$ cat src/design/wsf_pkg.sv
`timescale 1ns / 1ps

package wsf_pkg;

  // field widths
  localparam int unsigned SAMPLE_W = 16;
  localparam int unsigned TIME_W   = 32;
  localparam int unsigned SPEED_W  = 32;
  localparam int unsigned GEAR_W   = 8;
  localparam int unsigned MOD_W    = 16;
  localparam int unsigned COEF_W   = 16;
  localparam int unsigned CFG_W    = 32;
  localparam int unsigned CFG_IDX_W = 3;

  // datapath widths: four 17x16 products summed, then >>15, then times gear
  localparam int unsigned ACC_W  = 35;
  localparam int unsigned FILT_W = ACC_W - 1 - 15;
  localparam int unsigned PER_W  = FILT_W + GEAR_W;
  localparam int unsigned DIV_CNT_W = 5;

  // register map
  localparam logic [CFG_IDX_W-1:0] CFG_GEAR_RATIO    = 3'd0;
  localparam logic [CFG_IDX_W-1:0] CFG_TIMER_MODULUS = 3'd1;
  localparam logic [CFG_IDX_W-1:0] CFG_STALL_TIMEOUT = 3'd2;
  localparam logic [CFG_IDX_W-1:0] CFG_COEF_ZERO     = 3'd3;
  localparam logic [CFG_IDX_W-1:0] CFG_COEF_ONE      = 3'd4;
  localparam logic [CFG_IDX_W-1:0] CFG_COEF_TWO      = 3'd5;
  localparam logic [CFG_IDX_W-1:0] CFG_COEF_THREE    = 3'd6;

  // reset values
  localparam logic [GEAR_W-1:0] GEAR_RST    = 8'd8;
  localparam logic [MOD_W-1:0]  MOD_RST     = 16'hFFFF;
  localparam logic [TIME_W-1:0] TIMEOUT_RST = 32'd100;
  localparam logic [COEF_W-1:0] COEF_RST    = 16'd8192;

  localparam logic FUNC_MEASURE = 1'b1;

  typedef enum logic [4:0] {
    ST_IDLE  = 5'b00001,
    ST_MAC   = 5'b00010,
    ST_SCALE = 5'b00100,
    ST_DIV   = 5'b01000,
    ST_DONE  = 5'b10000
  } state_t;

endpackage

$ cat src/design/wheel_speed_from_period_fir.sv
`timescale 1ns / 1ps

// channel  direction  handshake             payload
// in       input      in_valid / in_ready   in_func, in_period_sample, in_now
// out      output     out_valid / out_ready out_wheel_speed, out_stationary
// cfg      input      cfg_we (no wait)      cfg_index, cfg_wdata
//
// a poll goes from accept through ST_DONE to the output register; a new period goes
// through ST_MAC, where one shared multiplier walks the ring oldest to newest, then ST_SCALE,
// which scales by the gear ratio, and ST_DIV, a restoring divider that ends at once for a zero period.
// in_ready is high only while idle; a held result in the output register
// stalls the next result, not the accept. synchronous reset clears the ring,
// the speed and loads the register reset values.

module wheel_speed_from_period_fir #(
  parameter int unsigned TAPS = 4
) (
  input  logic                               clk,
  input  logic                               rst_n,
  input  logic                               in_valid,
  output logic                               in_ready,
  input  logic                               in_func,
  input  logic [wsf_pkg::SAMPLE_W-1:0]       in_period_sample,
  input  logic [wsf_pkg::TIME_W-1:0]         in_now,
  output logic                               out_valid,
  input  logic                               out_ready,
  output logic [wsf_pkg::SPEED_W-1:0]        out_wheel_speed,
  output logic                               out_stationary,
  input  logic                               cfg_we,
  input  logic [wsf_pkg::CFG_IDX_W-1:0]      cfg_index,
  input  logic [wsf_pkg::CFG_W-1:0]          cfg_wdata
);

  localparam int unsigned SLOT_W = (TAPS > 1) ? $clog2(TAPS) : 1;
  localparam logic [SLOT_W-1:0] SLOT_LAST = SLOT_W'(TAPS - 1);
  localparam logic [1:0] STEP_LAST = 2'(TAPS - 1);
  localparam logic [1:0] COEF_OFS  = 2'(4 - TAPS);

  wsf_pkg::state_t state_r, state_nxt;

  logic [wsf_pkg::GEAR_W-1:0]  gear_r;
  logic [wsf_pkg::MOD_W-1:0]   modulus_r;
  logic [wsf_pkg::TIME_W-1:0]  timeout_r;
  logic signed [wsf_pkg::COEF_W-1:0] coef_r [4];

  logic [wsf_pkg::SAMPLE_W-1:0] ring_r [TAPS];
  logic                          ring_we;

  logic [SLOT_W-1:0] slot_r, slot_nxt;
  logic [SLOT_W-1:0] elem_r, elem_nxt;
  logic [1:0]        step_r, step_nxt;
  logic [wsf_pkg::TIME_W-1:0]  last_r, last_nxt;
  logic [wsf_pkg::SPEED_W-1:0] speed_r, speed_nxt;

  logic signed [wsf_pkg::ACC_W-1:0] acc_r, acc_nxt;
  logic [wsf_pkg::PER_W-1:0]        div_r, div_nxt;
  logic [wsf_pkg::PER_W-1:0]        rem_r, rem_nxt;
  logic [wsf_pkg::SPEED_W-1:0]      quo_r, quo_nxt;
  logic [wsf_pkg::DIV_CNT_W-1:0]    cnt_r, cnt_nxt;

  logic                          out_valid_r, out_valid_nxt;
  logic [wsf_pkg::SPEED_W-1:0]   out_speed_r, out_speed_nxt;
  logic                          out_stat_r, out_stat_nxt;

  logic [1:0]                          coef_idx;
  logic signed [wsf_pkg::COEF_W:0]     samp_s;
  logic signed [2*wsf_pkg::COEF_W:0]   prod;
  logic [wsf_pkg::FILT_W-1:0]          filt;
  logic [wsf_pkg::PER_W:0]             rem_sh;
  logic [wsf_pkg::PER_W:0]             rem_diff;
  logic                                rem_ge;
  logic [SLOT_W-1:0]                   slot_inc;
  logic [SLOT_W-1:0]                   elem_inc;

  assign in_ready        = (state_r == wsf_pkg::ST_IDLE);
  assign out_valid       = out_valid_r;
  assign out_wheel_speed = out_speed_r;
  assign out_stationary  = out_stat_r;

  assign slot_inc = (slot_r == SLOT_LAST) ? '0 : slot_r + 1'b1;
  assign elem_inc = (elem_r == SLOT_LAST) ? '0 : elem_r + 1'b1;

  // shared multiplier: newest sample pairs with coef_three
  assign coef_idx = step_r + COEF_OFS;
  assign samp_s   = $signed({1'b0, ring_r[elem_r]});
  assign prod     = samp_s * coef_r[coef_idx];

  // negative sum clamps to zero, else truncate by 15
  assign filt = acc_r[wsf_pkg::ACC_W-1] ? '0 : acc_r[wsf_pkg::ACC_W-2:15];

  assign rem_sh   = {rem_r, quo_r[wsf_pkg::SPEED_W-1]};
  assign rem_ge   = rem_sh >= {1'b0, div_r};
  assign rem_diff = rem_sh - {1'b0, div_r};

  always_comb begin
    state_nxt     = state_r;
    slot_nxt      = slot_r;
    elem_nxt      = elem_r;
    step_nxt      = step_r;
    last_nxt      = last_r;
    speed_nxt     = speed_r;
    acc_nxt       = acc_r;
    div_nxt       = div_r;
    rem_nxt       = rem_r;
    quo_nxt       = quo_r;
    cnt_nxt       = cnt_r;
    ring_we       = 1'b0;
    out_valid_nxt = out_valid_r & ~out_ready;
    out_speed_nxt = out_speed_r;
    out_stat_nxt  = out_stat_r;
    case (state_r)
      wsf_pkg::ST_IDLE: begin
        if (in_valid) begin
          if (in_func == wsf_pkg::FUNC_MEASURE) begin
            ring_we   = 1'b1;
            slot_nxt  = slot_inc;
            elem_nxt  = slot_inc;
            step_nxt  = '0;
            acc_nxt   = '0;
            last_nxt  = in_now;
            state_nxt = wsf_pkg::ST_MAC;
          end else begin
            if ((in_now - last_r) > timeout_r) begin
              speed_nxt = '0;
            end
            state_nxt = wsf_pkg::ST_DONE;
          end
        end
      end
      wsf_pkg::ST_MAC: begin
        acc_nxt  = acc_r + wsf_pkg::ACC_W'(prod);
        elem_nxt = elem_inc;
        step_nxt = step_r + 1'b1;
        if (step_r == STEP_LAST) begin
          state_nxt = wsf_pkg::ST_SCALE;
        end
      end
      wsf_pkg::ST_SCALE: begin
        div_nxt   = wsf_pkg::PER_W'(filt) * wsf_pkg::PER_W'(gear_r);
        rem_nxt   = '0;
        quo_nxt   = {modulus_r, 16'h0000};
        cnt_nxt   = '0;
        state_nxt = wsf_pkg::ST_DIV;
      end
      wsf_pkg::ST_DIV: begin
        if (div_r == '0) begin
          speed_nxt = '0;
          state_nxt = wsf_pkg::ST_DONE;
        end else begin
          rem_nxt = rem_ge ? rem_diff[wsf_pkg::PER_W-1:0] : rem_sh[wsf_pkg::PER_W-1:0];
          quo_nxt = {quo_r[wsf_pkg::SPEED_W-2:0], rem_ge};
          cnt_nxt = cnt_r + 1'b1;
          if (cnt_r == '1) begin
            speed_nxt = {quo_r[wsf_pkg::SPEED_W-2:0], rem_ge};
            state_nxt = wsf_pkg::ST_DONE;
          end
        end
      end
      wsf_pkg::ST_DONE: begin
        if (!out_valid_r || out_ready) begin
          out_valid_nxt = 1'b1;
          out_speed_nxt = speed_r;
          out_stat_nxt  = (speed_r == '0);
          state_nxt     = wsf_pkg::ST_IDLE;
        end
      end
      default: begin
        state_nxt = wsf_pkg::ST_IDLE;
      end
    endcase
  end

  always_ff @(posedge clk) begin
    if (!rst_n) begin
      state_r     <= wsf_pkg::ST_IDLE;
      slot_r      <= '0;
      elem_r      <= '0;
      step_r      <= '0;
      last_r      <= '0;
      speed_r     <= '0;
      out_valid_r <= 1'b0;
      gear_r      <= wsf_pkg::GEAR_RST;
      modulus_r   <= wsf_pkg::MOD_RST;
      timeout_r   <= wsf_pkg::TIMEOUT_RST;
      for (int i = 0; i < 4; i++) begin
        coef_r[i] <= wsf_pkg::COEF_RST;
      end
      for (int i = 0; i < TAPS; i++) begin
        ring_r[i] <= '0;
      end
    end else begin
      state_r     <= state_nxt;
      slot_r      <= slot_nxt;
      elem_r      <= elem_nxt;
      step_r      <= step_nxt;
      last_r      <= last_nxt;
      speed_r     <= speed_nxt;
      out_valid_r <= out_valid_nxt;
      if (ring_we) begin
        ring_r[slot_r] <= in_period_sample;
      end
      if (cfg_we) begin
        case (cfg_index)
          wsf_pkg::CFG_GEAR_RATIO:    gear_r    <= cfg_wdata[wsf_pkg::GEAR_W-1:0];
          wsf_pkg::CFG_TIMER_MODULUS: modulus_r <= cfg_wdata[wsf_pkg::MOD_W-1:0];
          wsf_pkg::CFG_STALL_TIMEOUT: timeout_r <= cfg_wdata[wsf_pkg::TIME_W-1:0];
          wsf_pkg::CFG_COEF_ZERO:     coef_r[0] <= cfg_wdata[wsf_pkg::COEF_W-1:0];
          wsf_pkg::CFG_COEF_ONE:      coef_r[1] <= cfg_wdata[wsf_pkg::COEF_W-1:0];
          wsf_pkg::CFG_COEF_TWO:      coef_r[2] <= cfg_wdata[wsf_pkg::COEF_W-1:0];
          wsf_pkg::CFG_COEF_THREE:    coef_r[3] <= cfg_wdata[wsf_pkg::COEF_W-1:0];
          default: begin
          end
        endcase
      end
    end
  end

  // datapath and output payload
  always_ff @(posedge clk) begin
    acc_r       <= acc_nxt;
    div_r       <= div_nxt;
    rem_r       <= rem_nxt;
    quo_r       <= quo_nxt;
    cnt_r       <= cnt_nxt;
    out_speed_r <= out_speed_nxt;
    out_stat_r  <= out_stat_nxt;
  end

endmodule

$ cat config.mk
export PLATFORM = sky130hd
export DESIGN_NAME = wheel_speed_from_period_fir
export DESIGN_NICKNAME = d
export VERILOG_FILES = /design/src/design/wsf_pkg.sv /design/src/design/wheel_speed_from_period_fir.sv
export SDC_FILE = /design/constraint.sdc
export NUM_CORES = 2
export LEC_CHECK = 0
export ABC_AREA = 0
export BUFFER_PORTS_ARGS = -buffer_cell sky130_fd_sc_hd__buf_2
export CORE_ASPECT_RATIO = 0.6
export CORE_MARGIN = 2
export CORE_UTILIZATION = 50
export DETAILED_ROUTE_END_ITERATION = 8
export HOLD_SLACK_MARGIN = 0.12
export PLACE_DENSITY = 0.77
export REMOVE_ABC_BUFFERS = 1
export SYNTH_ARGS = -nofsm -noshare
export SYNTH_HDL_FRONTEND = slang
export SYNTH_SLANG_ARGS = --single-unit
export TNS_END_PERCENT = 5
$ cat constraint.sdc
create_clock -name clk -period 7.38 [get_ports clk]
set_input_delay 1.107 -clock clk [delete_from_list [all_inputs] [get_ports clk]]
set_output_delay 1.107 -clock clk [all_outputs]
set_load 0.01 [all_outputs]
### After elaboration in Yosys (flattened, before gate mapping)

Memories as Yosys holds them, arrays and structs flattened. A register that Yosys moved wholly into a read port is not among the register bits.
Cells that the tools add are included.

| word-level totals | value |
|---|---|
| register bits | 291 |
| bits in writable memories | 128 |
| bits of input ports | 89 |
| logic and storage cells | 145 |
| memories | 2 |

| operators by class | value |
|---|---|
| add/subtract/negate cells | 7 |
| $mul | 2 |
| $lt $le $gt $ge | 2 |
| equal/unequal tests | 23 |
| muxes and demuxes | 68 |
| bitwise gates (word level) | 6 |
| reductions and logical operators | 18 |

Memories:

| memory | depth | width | read ports | clocked after Yosys merged registers in | wr ports | line | RTL |
|---|---|---|---|---|---|---|---|
| coef_r | 4 | 16 | 1 | 1 | 4 | wheel_speed_from_period_fir.sv:44 | `logic signed [wsf_pkg::COEF_W-1:0] coef_r [4];` |
| ring_r | 4 | 16 | 1 | 1 | 4 | wheel_speed_from_period_fir.sv:46 | `logic [wsf_pkg::SAMPLE_W-1:0] ring_r [TAPS];` |

Operator list:

| operator | number |
|---|---|
| $mux 32 | 6 |
| $pmux 32 s2 | 2 |
| $mux 16 | 5 |
| $mux 35 | 2 |
| $pmux 35 s2 | 1 |
| $mux 27 | 2 |
| $pmux 27 s2 | 1 |
| $add 35x33->35 | 1 |
| $mux 5 | 7 |
| $mul 17x16->33 | 1 |
| $gt 32x32->1 | 1 |
| $logic_not 32->1 | 1 |
| $sub 32x32->32 | 1 |
| $ge 28x27->1 | 1 |
| $logic_not 27->1 | 1 |
| $mul 19x8->27 | 1 |
| $sub 27x27->27 | 1 |
| $mux 1 | 26 |
| $pmux 5 s5 | 1 |
| $mux 2 | 11 |
| $mux 19 | 1 |
| $reduce_or 16->1 | 1 |
| $eq 5x5->1 const B | 2 |
| $ne 2x2->1 const B | 5 |
| 25 further kinds | 44 |

### Logic depth before layout (Yosys ltp)

| depth | value |
|---|---|
| depth after elaboration | 8 |
| mapped depth | 30 |
| gate-level depth less buffers | 26 |

### Least setup slack after synthesis

Ideal clock, no wire load.

| path | value |
|---|---|
| kind | reg-to-reg |
| start point | register (tool-made name) |
| end point | register acc_r[32] (netlist name) (data pin) |
| library setup time | 0.266 ns |
| arrival | 7.178 ns |
| required time | 7.114 ns |
| path slack | -0.064 ns |
| cell stages (with the launch flop) | 27 |
| buffers on the path | 3 |
| period minus slack after synthesis | 7.444 ns |
| cells stage by stage | dfxtp_1 > clkbuf_1 > buf_1 > mux2_2 > o21ai_0 > clkbuf_1 > nor2_1 > fa_1 > inv_1 > fa_1 > fa_1 > inv_1 > fa_1 > fa_1 > inv_1 > fa_1 > inv_1 > ha_1 > a21o_1 > a21o_1 > a21o_1 > a41o_1 > a2bb2oi_1 > o31ai_1 > o41ai_1 > xor2_1 > nor2_1 |

RTL lines:

| item | line | RTL |
|---|---|---|
| end signal, assigned | wheel_speed_from_period_fir.sv:220 | `acc_r <= acc_nxt;` |
| end, declared | wheel_speed_from_period_fir.sv:55 | `logic signed [wsf_pkg::ACC_W-1:0] acc_r, acc_nxt;` |

==> flow_summary.json <==
{
  "critPathMaxFanout": 23,
  "final_cells": 4647,
  "detail_route.vias_per_cell": 5.580,
  "dr.pass1.iters": 6,
  "max_freq_mhz": 142.2,
  "clock-sinks": 423,
  "die_w_um": 344.2,
  "leakagePower_nw": 16.42,
  "ir_worst_vdd_mv": 1.306,
  "coreArea_sq_um": 68330,
  "worst_slack_ps": 347.8,
  "finalHoldViolCount": 0,
  "synth_top_area_share": 0.2482,
  "ys_ff_latch": 423,
  "power_density_nw_per_um2": 488.1,
  "finalWeightedCongestion": 0.9449,
  "cts_tree": "done",
  "synth_area_sq_um": 34720,
  "crit_path_max_incr_delay_ps": 730,
  "synth.most_common_cell": "inv_1",
  "dr.first_iter.drc_count": 2443,
  "die_h_um": 208.1,
  "drive_gt1_frac": 0.08543,
  "cts_buffer_depth": 3,
  "hpwlAfterDp_mm": 65.60,
  "setup-violations-final": 0,
  "arrival_ps": 7330,
  "synth-edff-count": 287,
  "grt_usage": 0.2404,
  "drc": 0,
  "ys_seq_area_frac": 0.3266,
  "crit_path_end_kind": "flop",
  "synth-simple-area-share": 0.1776,
  "outcome": "complete, no violations",
  "ff2ff_setup_slack_ps": 350,
  "rows": 74,
  "hold_depth": 2,
  "clock_latency_ps": 570,
  "antenna_found_initial": 2,
  "antenna_violating_nets_post_route": 0,
  "fill_cells": 5890,
  "min-delay-start": "last_r[8]$_SDFFE_PN0P_",
  "initial_core_util": 0.5081,
  "hold_class": "flop to flop",
  "pre_cts_ws_ps": 166.7,
  "die_area_sq_um": 71630,
  "io_pins": 124,
  "maxSlewViolCount": 0,
  "slew_headroom": 0.2099,
  "period_minus_slack_ps": 7032,
  "synth_warnings": 0,
  "dp_cells": 4575,
  "rr_endpoint": "acc_r[33]$_SDFFCE_PN0P_",
  "clk_pin_slew_ps": 70,
  "crit_type": "flop to flop",
  "root_buffer": "clkbuf_16",
  "min_period_over_period": 0.9529,
  "hold_buffers": 0,
  "grt_pass1_wl_mm": 137.2,
  "crit_chain": "buf_12, mux4_2, and2_1, fa_1, inv_1, fa_1, inv_1, fa_1, fa_1, fa_1, fa_1, ha_1, nand3_1, nor2_1, nand4_1, nor3_1, o2111ai_1, a21boi_0, o21ai_0, nor3b_1",
  "fin_nets": 4391,
  "tightest_slew_ps": 1179,
  "htree_levels": 2,
  "grt_pass1_vias": 25190,
  "syn_area_per_cell_sq_um": 9.626,
  "numCtsBuffers": 39,
  "yosys-top-cells-area": "edfxtp_1 25%, fa_1 19%, ha_1 9.5%",
  "syn2layout_area_growth_pct": 9.168,
  "cp_slowest_cell": "mux4_2",
  "muxShareOfSynthArea": 0.02469,
  "overflow": 0,
  "synth_cells": 3607,
  "path_common_cell": "fa_1",
  "finClkSkew_ps": 14.89,
  "yosys.area.top_type": "edfxtp_1",
  "vias": 25930,
  "start_kind": "flop",
  "synthAdderAreaFrac": 0.2864,
  "synth_top_family_by_area": "adder cells",
  "grt_max_degree": 65,
  "synth_compound_area_frac": 0.08883,
  "synthXorXnorAreaFrac": 0.02396,
  "cap_violations": 0,
  "wl_mm": 86.20,
  "synthTopCellsByCount": "527 x inv_1, 501 x nand2_1, 331 x fa_1",
  "required_ps": 7680,
  "ff2ff_path_depth": 20,
  "fin_util": 0.5547,
  "synthFlopType": "edfxtp_1",
  "ys_async_sr_fraction": 0,
  "holdPathEnd": "last_r[8]$_SDFFE_PN0P_",
  "ys_types": 77,
  "routedWlPerCell_um": 18.55,
  "port_buffers": 123
}
## report_power, final
group / leakage [nW] / switching, mW / internal, mW
Combinational: 11.9 / 7.99 / 5.63
Clock: 0.618 / 0.938 / 1.19
Sequential: 3.88 / 0.0728 / 2.68
Total: 16.4 / 9.00 / 9.50
## registers in the layout, indices dropped and copies added (netlist names), 16 cells and up, named ones only
register and cells:
div_r 27, last_r 32, modulus_r 16, ring_r 64, out_wheel_speed 32, timeout_r 32
acc_r 35, speed_r 32, coef_r 64, quo_r 32, rem_r 27
## critical path, delay by kind of cell (launching register included)
family | cells | cell delay (ps)
AOI/OAI and AO/OA | 3 | 560
DFF | 1 | 350
adders and majority gates | 7 | 3440
buffers and inverters | 3 | 350
muxes | 1 | 730
and+or+nand+nor | 6 | 1290
## metrics by stage
| step | instance area (sq um) | power (mW) | setup TNS, ps | hold WS [ps] |
|---|---|---|---|---|
| after detailed placement | 36570 | 16.06 | 0 | 446.8 |
| after global placement | 36570 | 15.93 | 0 | 441.5 |
| after floorplan | 34200 | 12.89 | -1223 | 430.4 |
| after CTS | 37850 | 18.25 | 0 | 456.1 |
| after global routing | 37900 | 20.44 | -22.22 | 469.1 |
| final | 37900 | 18.50 | 0 | 455.7 |
## how the worst max path moves through the flow
stage               slack (ps)  depth (start not counted)                      end  startpoint
floorplan                 -340                         23  acc_r[32]$_SDFFCE_PN0P_        flop
global placement           260                         23  acc_r[34]$_SDFFCE_PN0P_        flop
detailed placement         170                         23  acc_r[32]$_SDFFCE_PN0P_        flop
CTS                        150                         23  acc_r[32]$_SDFFCE_PN0P_        flop
global route               -20                         25  acc_r[33]$_SDFFCE_PN0P_        flop
finish                     350                         20  acc_r[33]$_SDFFCE_PN0P_        flop
## layout by cell type, fill, tap and decap left out, types with 69 or more instances in the layout
cell / n
dfxtp_1: 135
and2_1: 246
inv_1: 526
nand2_1: 500
a21oi_1: 195
edfxtp_1: 287
fa_1: 331
ha_1: 265
buf_2: 123
nor2_1: 188
buf_4: 69
## layout make-up
cell class              count  area (sq um)  share of cell area
multi-input cells        2520         20960              0.5530
flip-flops and latches    423         11340              0.2992
inverters                 527          1981             0.05226
repair buffers            195          1194             0.03149
well taps                 912          1141             0.03011
clock buffers              49          1013             0.02674
clock inverters            20         270.3            0.007130
diodes                      1         2.502          0.00006602
## routing by layer
layer,track usage,part of all wire
met1,0.3640,0.46
met2,0.3443,0.42
met3,0.06414,0.10
met4,0.04678,0.019
met5,0.01210,0.00093
## kinds of logic after synthesis
| kind of cell | Yosys count |
|---|---|
| buffers and inverters | 664 |
| XOR/XNOR | 95 |
| flip-flops | 423 |
| AO/OA/AOI/OAI | 489 |
| AND/OR/NAND/NOR | 1273 |
| multiplexers | 67 |
| adder cells (fa/ha/maj) | 596 |
## what timing repair did
action,4_1_cts,5_1_grt
gates resized for setup,0,9
setup buffers,0,2
endpoints found under the setup margin,0,6
No activity file was read; power rests on OpenSTA's default activity.
